[config.mk]
export PLATFORM = sky130hd
export DESIGN_NAME = gbrc_mac
export DESIGN_NICKNAME = d
export VERILOG_FILES = /design/src/hdl/gbrc_pkg.sv /design/src/hdl/gbrc_mac.sv
export SDC_FILE = /design/constraint.sdc
export NUM_CORES = 2
export LEC_CHECK = 0
export BUFFER_PORTS_ARGS = -buffer_cell sky130_fd_sc_hd__buf_4
export CORE_ASPECT_RATIO = 0.6
export CORE_MARGIN = 1.5
export CORE_UTILIZATION = 25
export CTS_CLUSTER_SIZE = 16
export DETAILED_ROUTE_END_ITERATION = 10
export SLEW_MARGIN = 15
export SYNTH_ARGS = -nofsm -noshare
export SYNTH_HDL_FRONTEND = slang
export SYNTH_SLANG_ARGS = --single-unit
[constraint.sdc]
create_clock -name aclk -period 7.1 [get_ports aclk]
set_clock_uncertainty 0.05 [all_clocks]
set_input_delay 0.71 -clock aclk [delete_from_list [all_inputs] [get_ports aclk]]
set_output_delay 0.71 -clock aclk [all_outputs]
set_load 0.01 [all_outputs]
[src/hdl/gbrc_pkg.sv]
// shared constants, types and weight table builder for the gaussian blur core
package gbrc_pkg;

    localparam int RADIUS_DEF           = 8;
    localparam int MAX_WIDTH_DEF        = 1024;
    localparam int MAX_HEIGHT_DEF       = 1024;
    localparam int WEIGHT_FRAC_BITS_DEF = 16;

    localparam int CFG_W   = 11;
    localparam int PIXEL_W = 32;

    // weight table layout: (RADIUS+1) x (RADIUS+1) words at the largest sizes
    localparam int LUT_N = 9;
    localparam int LUT_W = 21;

    localparam logic REG_IMAGE_WIDTH  = 1'b0;
    localparam logic REG_IMAGE_HEIGHT = 1'b1;

    localparam logic KIND_PIXEL = 1'b0;
    localparam logic KIND_DRAIN = 1'b1;

    typedef enum logic [1:0] {
        ST_IDLE,
        ST_RUN,
        ST_FLUSH
    } gbrc_state_t;

    typedef struct packed {
        logic clear;
        logic valid;
    } mac_ctl_t;

    // restoring shift-subtract quotient, used only while building the weight table
    function automatic longint unsigned cdiv(input longint unsigned n,
                                             input longint unsigned d);
        logic [64:0]     rem;
        longint unsigned q;
        int k;
        rem = '0;
        q   = 0;
        for (k = 63; k >= 0; k--) begin
            rem = {rem[63:0], n[k]};
            if (rem >= {1'b0, d}) begin
                rem  = rem - {1'b0, d};
                q[k] = 1'b1;
            end
        end
        return q;
    endfunction

    // q0.frac weight for each pair of absolute offsets, packed row by row
    function automatic logic [LUT_N*LUT_N*LUT_W-1:0] gauss_lut(input int radius,
                                                             input int frac);
        longint unsigned g [LUT_N];
        longint unsigned h [LUT_N];
        longint unsigned total;
        longint unsigned term;
        longint unsigned sum;
        longint unsigned num;
        longint unsigned den;
        longint unsigned step;
        longint unsigned p;
        logic [LUT_N*LUT_N*LUT_W-1:0] r;
        int i;
        int n;
        int a;
        int b;
        r     = '0;
        total = 0;
        for (i = 0; i < LUT_N; i++) begin
            g[i] = 0;
            h[i] = 0;
        end
        for (i = 0; i < LUT_N; i++) begin
            if (i <= radius) begin
                num  = longint'(2 * i * i);
                den  = longint'(radius * radius);
                term = 64'd1 << 30;
                sum  = term;
                for (n = 1; n < 64; n++) begin
                    if (term != 0) begin
                        step = den * longint'(n);
                        term = cdiv(term * num, step);
                        sum  = sum + term;
                    end
                end
                g[i]  = cdiv(64'd1 << 60, sum);
                total = total + ((i == 0) ? g[i] : 2 * g[i]);
            end
        end
        for (i = 0; i < LUT_N; i++) begin
            if (i <= radius) begin
                h[i] = cdiv(g[i] << 30, total);
            end
        end
        for (a = 0; a < LUT_N; a++) begin
            for (b = 0; b < LUT_N; b++) begin
                if (a <= radius && b <= radius) begin
                    p = h[a] * h[b];
                    p = (p + (64'd1 << (59 - frac))) >> (60 - frac);
                    r[(a * LUT_N + b) * LUT_W +: LUT_W] = p[LUT_W-1:0];
                end
            end
        end
        return r;
    endfunction

endpackage

[src/hdl/gbrc_mac.sv]
// four-channel multiply-accumulate with truncation and saturation
module gbrc_mac #(
    parameter int WEIGHT_FRAC_BITS = gbrc_pkg::WEIGHT_FRAC_BITS_DEF
) (
    input  logic                          aclk,
    input  logic                          aresetn,
    input  gbrc_pkg::mac_ctl_t            ctl,
    input  logic [gbrc_pkg::PIXEL_W-1:0]  pix,
    input  logic [WEIGHT_FRAC_BITS:0]     wt,
    output logic                          busy,
    output logic [gbrc_pkg::PIXEL_W-1:0]  sat
);
    import gbrc_pkg::*;

    localparam int PW = WEIGHT_FRAC_BITS + 9;
    localparam int SW = WEIGHT_FRAC_BITS + 10;

    logic [PW-1:0] prod_reg [4];
    logic          mul_v_reg;
    logic [SW-1:0] acc_reg  [4];

    always_ff @(posedge aclk) begin
        if (!aresetn) begin
            mul_v_reg <= 1'b0;
        end else begin
            mul_v_reg <= ctl.valid;
        end
    end

    always_ff @(posedge aclk) begin
        for (int c = 0; c < 4; c++) begin
            if (ctl.valid) begin
                prod_reg[c] <= PW'(wt * pix[8*c +: 8]);
            end
            if (ctl.clear) begin
                acc_reg[c] <= '0;
            end else if (mul_v_reg) begin
                acc_reg[c] <= acc_reg[c] + SW'(prod_reg[c]);
            end
        end
    end

    always_comb begin
        for (int c = 0; c < 4; c++) begin
            if (acc_reg[c][SW-1:WEIGHT_FRAC_BITS] > 10'd255) begin
                sat[8*c +: 8] = 8'hff;
            end else begin
                sat[8*c +: 8] = acc_reg[c][WEIGHT_FRAC_BITS +: 8];
            end
        end
    end

    assign busy = mul_v_reg;

endmodule

; Yosys cells after proc, flatten, opt, wreduce, memory -nomap -nowiden
; Memory sizes are Yosys's and may differ from the RTL's.
; Cells that the tools add are included.
[word_totals]
register_bits = 1
ram_bits = 204
elab_cells = 34
memories = 2
[memory_table]
columns = memory, words, word_bits, rd, rd_clocked_by_memory_dff, wr, line
row1 = acc_reg, 4, 26, 4, 0, 4, gbrc_mac.sv:20  ; logic [SW-1:0] acc_reg [4];
row2 = prod_reg, 4, 25, 4, 0, 4, gbrc_mac.sv:18  ; logic [PW-1:0] prod_reg [4];
[op_classes]
n_addsub = 4
mul = 4
magnitude_cmp = 4
muxes = 15
n_bitwise = 4
[op_table]
columns = operator, n
row1 = $add A26 B25 Y26, 4
row2 = $mux W26, 4
row3 = $mul A17 B8 Y25, 4
row4 = $gt A10 B8 Y1 const B, 4
row5 = $mux W8, 4
row6 = $mux W1, 7
row7 = $or A1 B1 Y1, 4

; Depth between registers and ports, before layout
[depth]
word_depth = 4
depth_mapped = 19

; Worst setup path before layout
; No wires, ideal clock.
[synth_path]
path_type = in2reg
startpoint = input pix[26] (netlist bit)
endpoint = memory prod_reg[3][22] (netlist bit), data pin
setup_ns = 0.265
arrival_ns = 5.085
t_required_ns = 6.785
slack_ns = 1.700
cell_stages = 17
path_cell_list = clkbuf_1 and2_1 fa_1 fa_1 fa_1 inv_1 fa_1 inv_1 ha_1 o21a_1 o21a_1 o31a_1 a2111o_1 and4_1 or2_1 a2111oi_2 nor3_1
[synth_lines]
columns = element, line
row1 = "start, declared", gbrc_mac.sv:8  ; input logic [gbrc_pkg::PIXEL_W-1:0] pix,
row2 = "end, declared", gbrc_mac.sv:18

==> results.json <==
{
  "max_cap_viol_count": 0,
  "clock_path_buffers": 3,
  "root_buffer": "clkbuf_16",
  "grt_pass1_vias": 21500,
  "via_per_inst": 4.63,
  "ys_types": 86,
  "hold_start": "aresetn",
  "htree_levels": 1,
  "clkTransAtPathRegs_ns": 0.07,
  "path_buf_inv": 4,
  "cp.required_ns": 7.32,
  "dpl.hpwl_um": 56800,
  "die_h_um": 268,
  "placementRows": 96,
  "p_leak_nw": 14.7,
  "grt_pass1_wl_um": 121000,
  "yosysMostFrequentCell": "and2_1",
  "synthArstFlopShare_pct": 0,
  "overflow": 0,
  "yosys.area_share.adder_pct": 36.9,
  "synth_cells": 3078,
  "status": "completed",
  "netlist_area_um2": 29300,
  "path_class": "input port to register",
  "rr_startpoint": "prod_reg[1][0]",
  "worstSetupStartpointType": "input port",
  "clk_latency_ns": 0.56,
  "synth_top_family_by_area": "adder cells",
  "io_buffers": 85,
  "antenna_found_initial": 9,
  "die_w_um": 445,
  "setup_viol": 0,
  "start_util_pct": 25.4,
  "hold_viol": 0,
  "grt_usage_pct": 12.7,
  "synth_common_cells": "and2_1 (484), inv_1 (451), fa_1 (364), ha_1 (280), edfxtp_1 (204)",
  "num_vias": 21300,
  "grt_start_max_net_pins": 58,
  "synth-seq-cells": 205,
  "synth_nets": 3775,
  "synth_compound_area_share_pct": 11.1,
  "routedWlPerCell_um": 16.1,
  "crit_chain": "buf_4, nand2_1, fa_1, fa_1, inv_1, fa_1, inv_1, fa_1, inv_1, ha_1, and3_2, a22oi_1, o21bai_2, a31oi_1, a2111oi_0, o41ai_1, a21oi_1, a31oi_1",
  "powerDensity_nw_per_um2": 343,
  "yosys_warnings": 0,
  "preCtsSetupSlack_ns": 1.22,
  "stdcell_area_um2": 32100,
  "ys_seq_area_share_pct": 21.0,
  "synthXorXnorAreaFrac_pct": 3.89,
  "relSlewSlack_pct": 43.4,
  "largest_reg_flops": 104,
  "hp-class": "input port to register",
  "cpLargestDelayFamily": "adder cells",
  "rsz0062_at_grt": "false",
  "nets": 3771,
  "whs_ns": 0.318,
  "finalWorstPathRequiredPeriod_ns": 5.36,
  "cts_sinks": 205,
  "setup.worst_path.start": "wt[5]",
  "yosysTopAreaCell": "fa_1",
  "core_um2": 115000,
  "post_cts_buffers": 0,
  "final-max-slew-violation-count": 0,
  "synth_area_leaders": "fa_1 (25%), edfxtp_1 (21%), ha_1 (12%)",
  "critPathSlowestCell": "a2111oi_0",
  "drc": 0,
  "syn_to_final_growth_pct": 9.77,
  "first_pass_iters": 5,
  "synthMuxAreaShare_pct": 0.239,
  "cts_buffers": 22,
  "synth-edff-count": 204,
  "critical_path.max_fanout": 32,
  "cp_common_cell": "fa_1",
  "synth_top_area_share_pct": 24.9,
  "die_area_um2": 119000,
  "timing.final.crit_share_pct": 75.4,
  "ant_nets": 0,
  "fin_ws_ns": 1.74,
  "cts_tree": "done",
  "ios": 86,
  "end_kind": "register",
  "peakVddDrop_v": 0.000152,
  "max_stage_delay_ns": 0.75,
  "max_freq_mhz": 187,
  "utilization_pct": 27.9,
  "wirelength_um": 74300,
  "fin_tns_setup_ns": 0,
  "hold_buffers": 0,
  "place_congestion": 0.839,
  "arrival_ns": 5.58,
  "placedInstanceArea_um2": 31400,
  "drive_gt1_share_pct": 4.92,
  "synth_area_per_cell_um2": 9.51,
  "worstMarginPinSlew_ns": 0.828,
  "yosys.area_share.simple_pct": 19.5,
  "post_cts_resized": 0,
  "ys.flop_type": "edfxtp_1",
  "drtIter0Drc": 1364
}
-- logic make-up (layout without fill, tap and decap cells) --
logic type | Yosys count | in the layout
adder cells (fa/ha/maj) | 644 | 644
buffers and inverters | 570 | 582
XOR/XNOR | 130 | 130
multiplexers | 7 | 7
other | 0 | 5
flip-flops | 205 | 205
AND/OR/NAND/NOR | 1047 | 1047
AO/OA/AOI/OAI | 475 | 475
-- layout by cell type, fill, tap and decap left out, types with 42 or more instances in the layout --
master    instances
a21o_1           76
a21oi_1         122
and2_1          484
buf_4            90
edfxtp_1        204
fa_1            364
ha_1            280
inv_1           451
nand2_1         163
nor2_1          149
nor3_1           61
o21ai_0          56
or3_1            42
xnor2_1          85
xor2_1           45
-- final cells by class --
class / count / area (um^2)
fillers: 12100 / 83100
diodes: 5 / 12.5
multi-input cells: 2303 / 21000
inverters: 452 / 1710
well taps: 1519 / 1900
flip-flops and latches: 205 / 6150
repair buffers: 90 / 676
clock buffers: 25 / 562
clock inverters: 15 / 150
-- where the power goes --
group | leakage, nW | internal (W) | switching (W)
registers | 2.09 | 0.00198 | 0.000187
logic | 12.2 | 0.00323 | 0.00443
clock network | 0.333 | 0.000650 | 0.000537
total | 14.7 | 0.00586 | 0.00515
-- final timing paths --
| path | end | slack (ns) | cells after the start |
|---|---|---|---|
| min reg2reg | acc_reg[0][26] | 0.60 | 2 |
| min | busy | 0.32 | 2 |
| max | prod_reg[2][22] | 1.74 | 18 |
| max reg2reg | acc_reg[0][50] | 3.81 | 11 |
-- metal layers --
layer  GRT usage [%]  up-vias  share of wire, %
met3            2.55       53               6.9
li1                -    10200                 -
met1            20.7    10600                54
met4            1.26       10              0.87
met5               0        -             0.082
met2            17.2      501                38
-- through the flow --
| step | total power (W) | instances |
|---|---|---|
| floorplan | 0.00800 | 3078 |
| global placement | 0.00969 | 4569 |
| detailed placement | 0.00973 | 4569 |
| CTS | 0.0110 | 4609 |
| global route | 0.0122 | 4610 |
| finish | 0.0110 | 4614 |
-- worst register-to-register path: stages (launching register included) --
cell      delay (ns)
edfxtp_1        0.33
ha_1            0.20
inv_1           0.07
fa_1            0.37
nor2b_1         0.18
o21ai_1         0.10
a21boi_1        0.39
o2111a_1        0.29
nor3_1          0.11
o311ai_1        0.58
a311oi_1        0.22
mux2i_1         0.15
(Power assumes the default switching activity.)
